## src/rtl/core/pfn_pkg.sv

```systemverilog
`timescale 1ns / 1ps
// ----------------------------------------------------------------------------
// pfn_pkg: shared types and constants of the face normal unit
// Field widths, internal datapath widths, item structs, controller states
// and the command/status structs between controller and datapath.
// ----------------------------------------------------------------------------
package pfn_pkg;

    localparam int INDEX_BITS  = 20;
    localparam int COORD_BITS  = 24;
    localparam int NORMAL_BITS = 16;

    // Edge vectors are taken down to at most 31 bits before the cross product
    localparam int DIFF_DROP = (COORD_BITS > 30) ? COORD_BITS - 30 : 0;
    localparam int DIFF_W    = COORD_BITS + 1 - DIFF_DROP;
    localparam int CROSS_W   = 2 * DIFF_W + 1;
    localparam int MAG_W     = 2 * DIFF_W;
    localparam int WORK_W    = (MAG_W > 31) ? MAG_W : 31;

    // Shared signed multiplier, radicand, root and divider widths
    localparam int MUL_W  = 31;
    localparam int PROD_W = 2 * MUL_W;
    localparam int SUM_W  = 62;
    localparam int ROOT_W = 31;
    localparam int REM_W  = 32;
    localparam int NUM_W  = NORMAL_BITS + 30;

    localparam int CNT_W       = 5;
    localparam int MUL_STEPS   = 7;
    localparam int SQ_STEPS    = 4;
    localparam int SQRT_STEPS  = 31;
    localparam int SQRT_START  = 60;

    localparam logic [NORMAL_BITS-1:0] NORM_ONE = NORMAL_BITS'(1) << (NORMAL_BITS - 1);
    localparam logic [NORMAL_BITS-1:0] NORM_MAX = NORM_ONE - NORMAL_BITS'(1);

    typedef struct packed {
        logic [INDEX_BITS-1:0]        vertex_index;
        logic signed [COORD_BITS-1:0] pos_x;
        logic signed [COORD_BITS-1:0] pos_y;
        logic signed [COORD_BITS-1:0] pos_z;
        logic                         face_is_quad;
    } in_item_t;

    typedef struct packed {
        logic [INDEX_BITS-1:0]         corner_index;
        logic signed [NORMAL_BITS-1:0] normal_x;
        logic signed [NORMAL_BITS-1:0] normal_y;
        logic signed [NORMAL_BITS-1:0] normal_z;
        logic                          degenerate;
        logic                          last_corner;
    } out_item_t;

    typedef enum logic [3:0] {
        ST_IDLE,
        ST_DIFF,
        ST_MUL,
        ST_ABS,
        ST_NORM,
        ST_SQ,
        ST_SQRT,
        ST_DLOAD,
        ST_DIV,
        ST_DSTORE,
        ST_EMIT
    } state_t;

    typedef enum logic [3:0] {
        OP_NONE,
        OP_LOAD,
        OP_DIFF,
        OP_MUL,
        OP_ABS,
        OP_NORM,
        OP_SQ,
        OP_SQRT,
        OP_DLOAD,
        OP_DIV,
        OP_DSTORE,
        OP_EMIT
    } op_t;

    typedef struct packed {
        op_t              op;
        logic [CNT_W-1:0] step;
        logic [1:0]       comp;
        logic [1:0]       slot;
        logic             quad;
        logic             last;
    } cmd_t;

    typedef struct packed {
        logic degen;
        logic norm_done;
    } status_t;

endpackage

```

## src/rtl/core/pfn_ctrl.sv

```systemverilog
`timescale 1ns / 1ps
// ----------------------------------------------------------------------------
// pfn_ctrl: sequencer of the face normal unit
// Counts corners, steps the datapath through the phases of the normal
// computation and hands results to the output register.
// ----------------------------------------------------------------------------
module pfn_ctrl
(
    input  logic             clk,
    input  logic             rst_n,
    input  logic             in_valid,
    input  logic             in_quad,
    output logic             in_ready,
    output logic             out_valid,
    input  logic             out_ready,
    input  pfn_pkg::status_t status,
    output pfn_pkg::cmd_t    cmd
);
    import pfn_pkg::*;

    state_t           state_reg, state_next;
    logic [CNT_W-1:0] cnt_reg, cnt_next;
    logic [1:0]       comp_reg, comp_next;
    logic [2:0]       held_reg, held_next;
    logic             quad_reg, quad_next;
    logic             out_valid_reg, out_valid_next;
    logic [2:0]       held_inc;
    logic [1:0]       last_idx;

    assign held_inc = held_reg + 3'd1;
    assign last_idx = quad_reg ? 2'd3 : 2'd2;

    // Hold state and counters
    always_ff @(posedge clk or negedge rst_n)
    begin
        if (!rst_n)
        begin
            state_reg     <= ST_IDLE;
            cnt_reg       <= '0;
            comp_reg      <= '0;
            held_reg      <= '0;
            quad_reg      <= 1'b0;
            out_valid_reg <= 1'b0;
        end
        else
        begin
            state_reg     <= state_next;
            cnt_reg       <= cnt_next;
            comp_reg      <= comp_next;
            held_reg      <= held_next;
            quad_reg      <= quad_next;
            out_valid_reg <= out_valid_next;
        end
    end

    // Next state and datapath commands
    always_comb
    begin
        state_next     = state_reg;
        cnt_next       = cnt_reg;
        comp_next      = comp_reg;
        held_next      = held_reg;
        quad_next      = quad_reg;
        out_valid_next = out_valid_reg && !out_ready;
        in_ready       = 1'b0;
        cmd.op         = OP_NONE;
        cmd.step       = cnt_reg;
        cmd.comp       = comp_reg;
        cmd.slot       = held_reg[1:0];
        cmd.quad       = quad_reg;
        cmd.last       = 1'b0;

        unique case (state_reg)
            ST_IDLE:
            begin
                in_ready = 1'b1;
                if (in_valid)
                begin
                    cmd.op = OP_LOAD;
                    if (held_inc == 3'd4 || (held_inc == 3'd3 && !in_quad))
                    begin
                        held_next  = '0;
                        quad_next  = held_inc == 3'd4;
                        state_next = ST_DIFF;
                    end
                    else
                    begin
                        held_next = held_inc;
                    end
                end
            end
            ST_DIFF:
            begin
                cmd.op     = OP_DIFF;
                cnt_next   = '0;
                state_next = ST_MUL;
            end
            ST_MUL:
            begin
                cmd.op = OP_MUL;
                if (cnt_reg == CNT_W'(MUL_STEPS - 1))
                begin
                    state_next = ST_ABS;
                end
                cnt_next = cnt_reg + CNT_W'(1);
            end
            ST_ABS:
            begin
                cmd.op     = OP_ABS;
                state_next = ST_NORM;
            end
            ST_NORM:
            begin
                cnt_next = '0;
                priority if (status.degen)
                begin
                    state_next = ST_EMIT;
                end
                else if (status.norm_done)
                begin
                    state_next = ST_SQ;
                end
                else
                begin
                    cmd.op = OP_NORM;
                end
            end
            ST_SQ:
            begin
                cmd.op = OP_SQ;
                if (cnt_reg == CNT_W'(SQ_STEPS - 1))
                begin
                    cnt_next   = '0;
                    state_next = ST_SQRT;
                end
                else
                begin
                    cnt_next = cnt_reg + CNT_W'(1);
                end
            end
            ST_SQRT:
            begin
                cmd.op = OP_SQRT;
                if (cnt_reg == CNT_W'(SQRT_STEPS - 1))
                begin
                    comp_next  = '0;
                    state_next = ST_DLOAD;
                end
                cnt_next = cnt_reg + CNT_W'(1);
            end
            ST_DLOAD:
            begin
                cmd.op     = OP_DLOAD;
                cnt_next   = '0;
                state_next = ST_DIV;
            end
            ST_DIV:
            begin
                cmd.op = OP_DIV;
                if (cnt_reg == CNT_W'(NORMAL_BITS - 1))
                begin
                    state_next = ST_DSTORE;
                end
                cnt_next = cnt_reg + CNT_W'(1);
            end
            ST_DSTORE:
            begin
                cmd.op   = OP_DSTORE;
                cnt_next = '0;
                if (comp_reg == 2'd2)
                begin
                    state_next = ST_EMIT;
                end
                else
                begin
                    comp_next  = comp_reg + 2'd1;
                    state_next = ST_DLOAD;
                end
            end
            ST_EMIT:
            begin
                cmd.last = cnt_reg[1:0] == last_idx;
                if (!out_valid_reg || out_ready)
                begin
                    cmd.op         = OP_EMIT;
                    out_valid_next = 1'b1;
                    cnt_next       = cnt_reg + CNT_W'(1);
                    if (cmd.last)
                    begin
                        state_next = ST_IDLE;
                    end
                end
            end
            default:
            begin
                state_next = ST_IDLE;
            end
        endcase
    end

    assign out_valid = out_valid_reg;

endmodule

```

## config.mk

```make
export PLATFORM = sky130hd
export DESIGN_NAME = pfn_ctrl
export DESIGN_NICKNAME = d
export VERILOG_FILES = /design/src/rtl/core/pfn_pkg.sv /design/src/rtl/core/pfn_ctrl.sv
export SDC_FILE = /design/constraint.sdc
export NUM_CORES = 1
export LEC_CHECK = 0
export BUFFER_PORTS_ARGS = -buffer_cell sky130_fd_sc_hd__buf_2
export CAP_MARGIN = 20
export CORE_MARGIN = 2
export CORE_UTILIZATION = 25
export DETAILED_ROUTE_END_ITERATION = 10
export PLACE_DENSITY_LB_ADDON = 0.05
export RECOVER_POWER = 25
export SETUP_SLACK_MARGIN = 0.05
export SYNTH_ARGS = -nofsm -noshare
export SYNTH_HDL_FRONTEND = slang
export SYNTH_SLANG_ARGS = --single-unit
```

## constraint.sdc

```tcl
create_clock -name clk -period 5.1 [get_ports clk]
set_clock_uncertainty 0.15 [all_clocks]
set_input_delay 1.02 -clock clk [delete_from_list [all_inputs] [get_ports clk]]
set_output_delay 1.02 -clock clk [all_outputs]
set_load 0.01 [all_outputs]
```

==> flow_summary_export.csv <==
group,metric,value,unit
worst_setup_path,critPathLaunchType,"flop",
synth,synth_area,1300,um^2
cts,cts_hold_buf,0,
synth,synth-main-ff-cell,"dfrtp_1",
synth,synthCells,153,
synth,synth-compound-area-share,17.0,%
timing,tightest_slew,974,ps
die,core,5070,um^2
global_route,grt_overflow,0,
cts,cts_setup_buffers,0,
detailed_routing,wire_per_inst,14.4,um
synth,synth_xor_area_share,1.35,%
detailed_routing,ant_nets,0,
place,portBuffers,23,
layout,areaGrowthSynthToFinish,14.5,%
synth,synthMuxAreaShare,3.27,%
die,initial_core_util,25.6,%
global_route,antenna_found_initial,0,
synth,yosys-top-cells-area,"dfrtp_1 (31%), ha_1 (6.7%), nand2_1 (4.3%)",
synth,ys_seq_area_share,30.8,%
detailed_routing,drt-total-wl,3.45,mm
cts,cts.sinks,16,
die,boundaryPins,24,
place,place_congestion,0.764,
timing,rsz0062_at_grt,"false",
synth,synthSimpleGateAreaFrac,34.1,%
synth,yosys.area_share.adder,6.73,%
timing,fin_crit_sh,62.9,%
layout,stdcell_area,1490,um^2
die,rows,26,
synth,synth_cell_type_count,47,
global_route,grt_pass1_vias,1192,
power_and_ir_drop,ir_worst_vdd,0.160,mV
synth,syn_avg_cell_area,8.50,um^2
cts,cts_max_path_buffers,2,
synth,synthArstFlopShare,100,%
cts,cts-root-buf,"clkbuf_8",
synth,synth_top_area_share,30.8,%
timing,fin_crit,3210,ps
worst_setup_path,endpoint_kind,"primary output",
status,status,"completed",
worst_setup_path,arrival,2040,ps
hold_path,hold_class,"flop to flop",
cts,htreeDepth,1,
cts,cts_tree,"yes",
timing,slew_headroom,35.1,%
layout,final_common_cell,"buf_2",
layout,largest_reg_flops,5,
synth,yosys_warnings,0,
timing,tns,0,ps
layout,nets,185,
global_route,grtUsageTotal,12.6,%
cts,clkLatencyLatePin,250,ps
synth,synth_top_family_by_area,"simple AND/OR/NAND/NOR gates",
place,dp_hpwl,2.65,mm
synth,synth_top_cell_by_area,"dfrtp_1",
cts,clk_pin_slew,70,ps
synth,synthesis.nets,167,
power_and_ir_drop,p_leak,0.665,nW
detailed_routing,drc,0,
synth,synth_edf_count,0,
job,max_cap_viol_count,0,
worst_setup_path,critPathMaxFanout,21,
global_route,grt_pass1_wl,5.87,mm
die,die_h,76.1,um
die,die_w,76.1,um
detailed_routing,via_per_inst,4.78,
place,dpl.cell_count,236,
timing,max_freq,0.312,GHz
timing,setup_viol,0,
layout,drive_gt1_share,21.9,%
timing,slew_violations,0,
synth,ys_ff_latch,16,
place,place_area,1450,um^2
die,fp.dieArea,5800,um^2
worst_setup_path,required,3930,ps
layout,layout_common_cells,"buf_2 (22), dfrtp_1 (16), nand2_1 (15)",
timing,hold_violations,0,
timing,whs,348,ps
global_route,grt_max_degree,22,
detailed_routing,vias,1142,
power_and_ir_drop,p_total,855,uW
cts,cts-buffers-inserted,3,
power_and_ir_drop,pwr_density_cell,574,nW/um^2
cts,cts_resized,0,
detailed_routing,drt_iter0_drc,60,
detailed_routing,drt_pass1_iterations,4,
layout,stdcell_count,239,
layout,antenna_cells,0,
worst_setup_path,worstSetupPathType,"flop to primary output",
## where the power goes
part           internal [mW]  switching [mW]
registers              0.175           0.118
clock network         0.0524          0.0454
logic                  0.220           0.244
## critical path, stage by stage, from the launching register on
cell and delay, ps:
dfrtp_1 600, or4_4 670, inv_2 90, nand2_2 130, o2111ai_1 130, buf_2 160
## per-stage QoR
stage,worst slack [ps],util (%)
after global routing,1750,29.4
after detailed placement,2050,28.6
after CTS,1860,29.4
after floorplan,2320,-
after global placement,2080,28.6
final,1890,29.4
## Yosys cell counts (3+ instances only)
master	n
buf_2	4
nor3_1	3
nor2b_1	7
nand2b_1	9
nand4_1	3
o21ai_0	9
a21o_1	4
nand3_1	4
dfrtp_1	16
nand2_1	15
a21oi_1	9
o21ai_1	6
o31ai_1	3
ha_1	7
inv_1	8
nor2_1	6
buf_4	3
## path summary, 6_finish.rpt
path | start | endpoint | slack, ps | cells past startpoint
min | comp_reg[0] | comp_reg[0] | 350 | 1
min reg2reg | comp_reg[0] | comp_reg[0] | 350 | 1
max in group asynchronous | rst_n | quad_reg | 3450 | 1
max | state_reg[1] | cmd[11] | 1890 | 5
max reg2reg | cnt_reg[0] | state_reg[3] | 2750 | 7
min in group asynchronous | rst_n | held_reg[2] | 750 | 1
## kinds of logic after synthesis
family | after synthesis
AND/OR/NAND/NOR | 68
AO/OA/AOI/OAI | 37
buffers and inverters | 19
flip-flops | 16
adder cells (fa/ha/maj) | 7
multiplexers | 4
XOR/XNOR | 2
## layer usage
metal  track usage, %  vias up  wire length (um)
li1                 -      573                 -
met1             16.6      550              1680
met2             21.0       15              1630
met3             1.78        4                84
met4             4.55        0                48
met5                0        -                 0
## cell type report
| type | instances | area, um^2 |
|---|---|---|
| inverters | 9 | 33.8 |
| well taps | 70 | 87.6 |
| repair buffers | 23 | 114 |
| fillers | 572 | 3580 |
| flip-flops and latches | 16 | 400 |
| multi-input cells | 118 | 813 |
| clock buffers | 3 | 41.3 |
(Power assumes the default switching activity.)
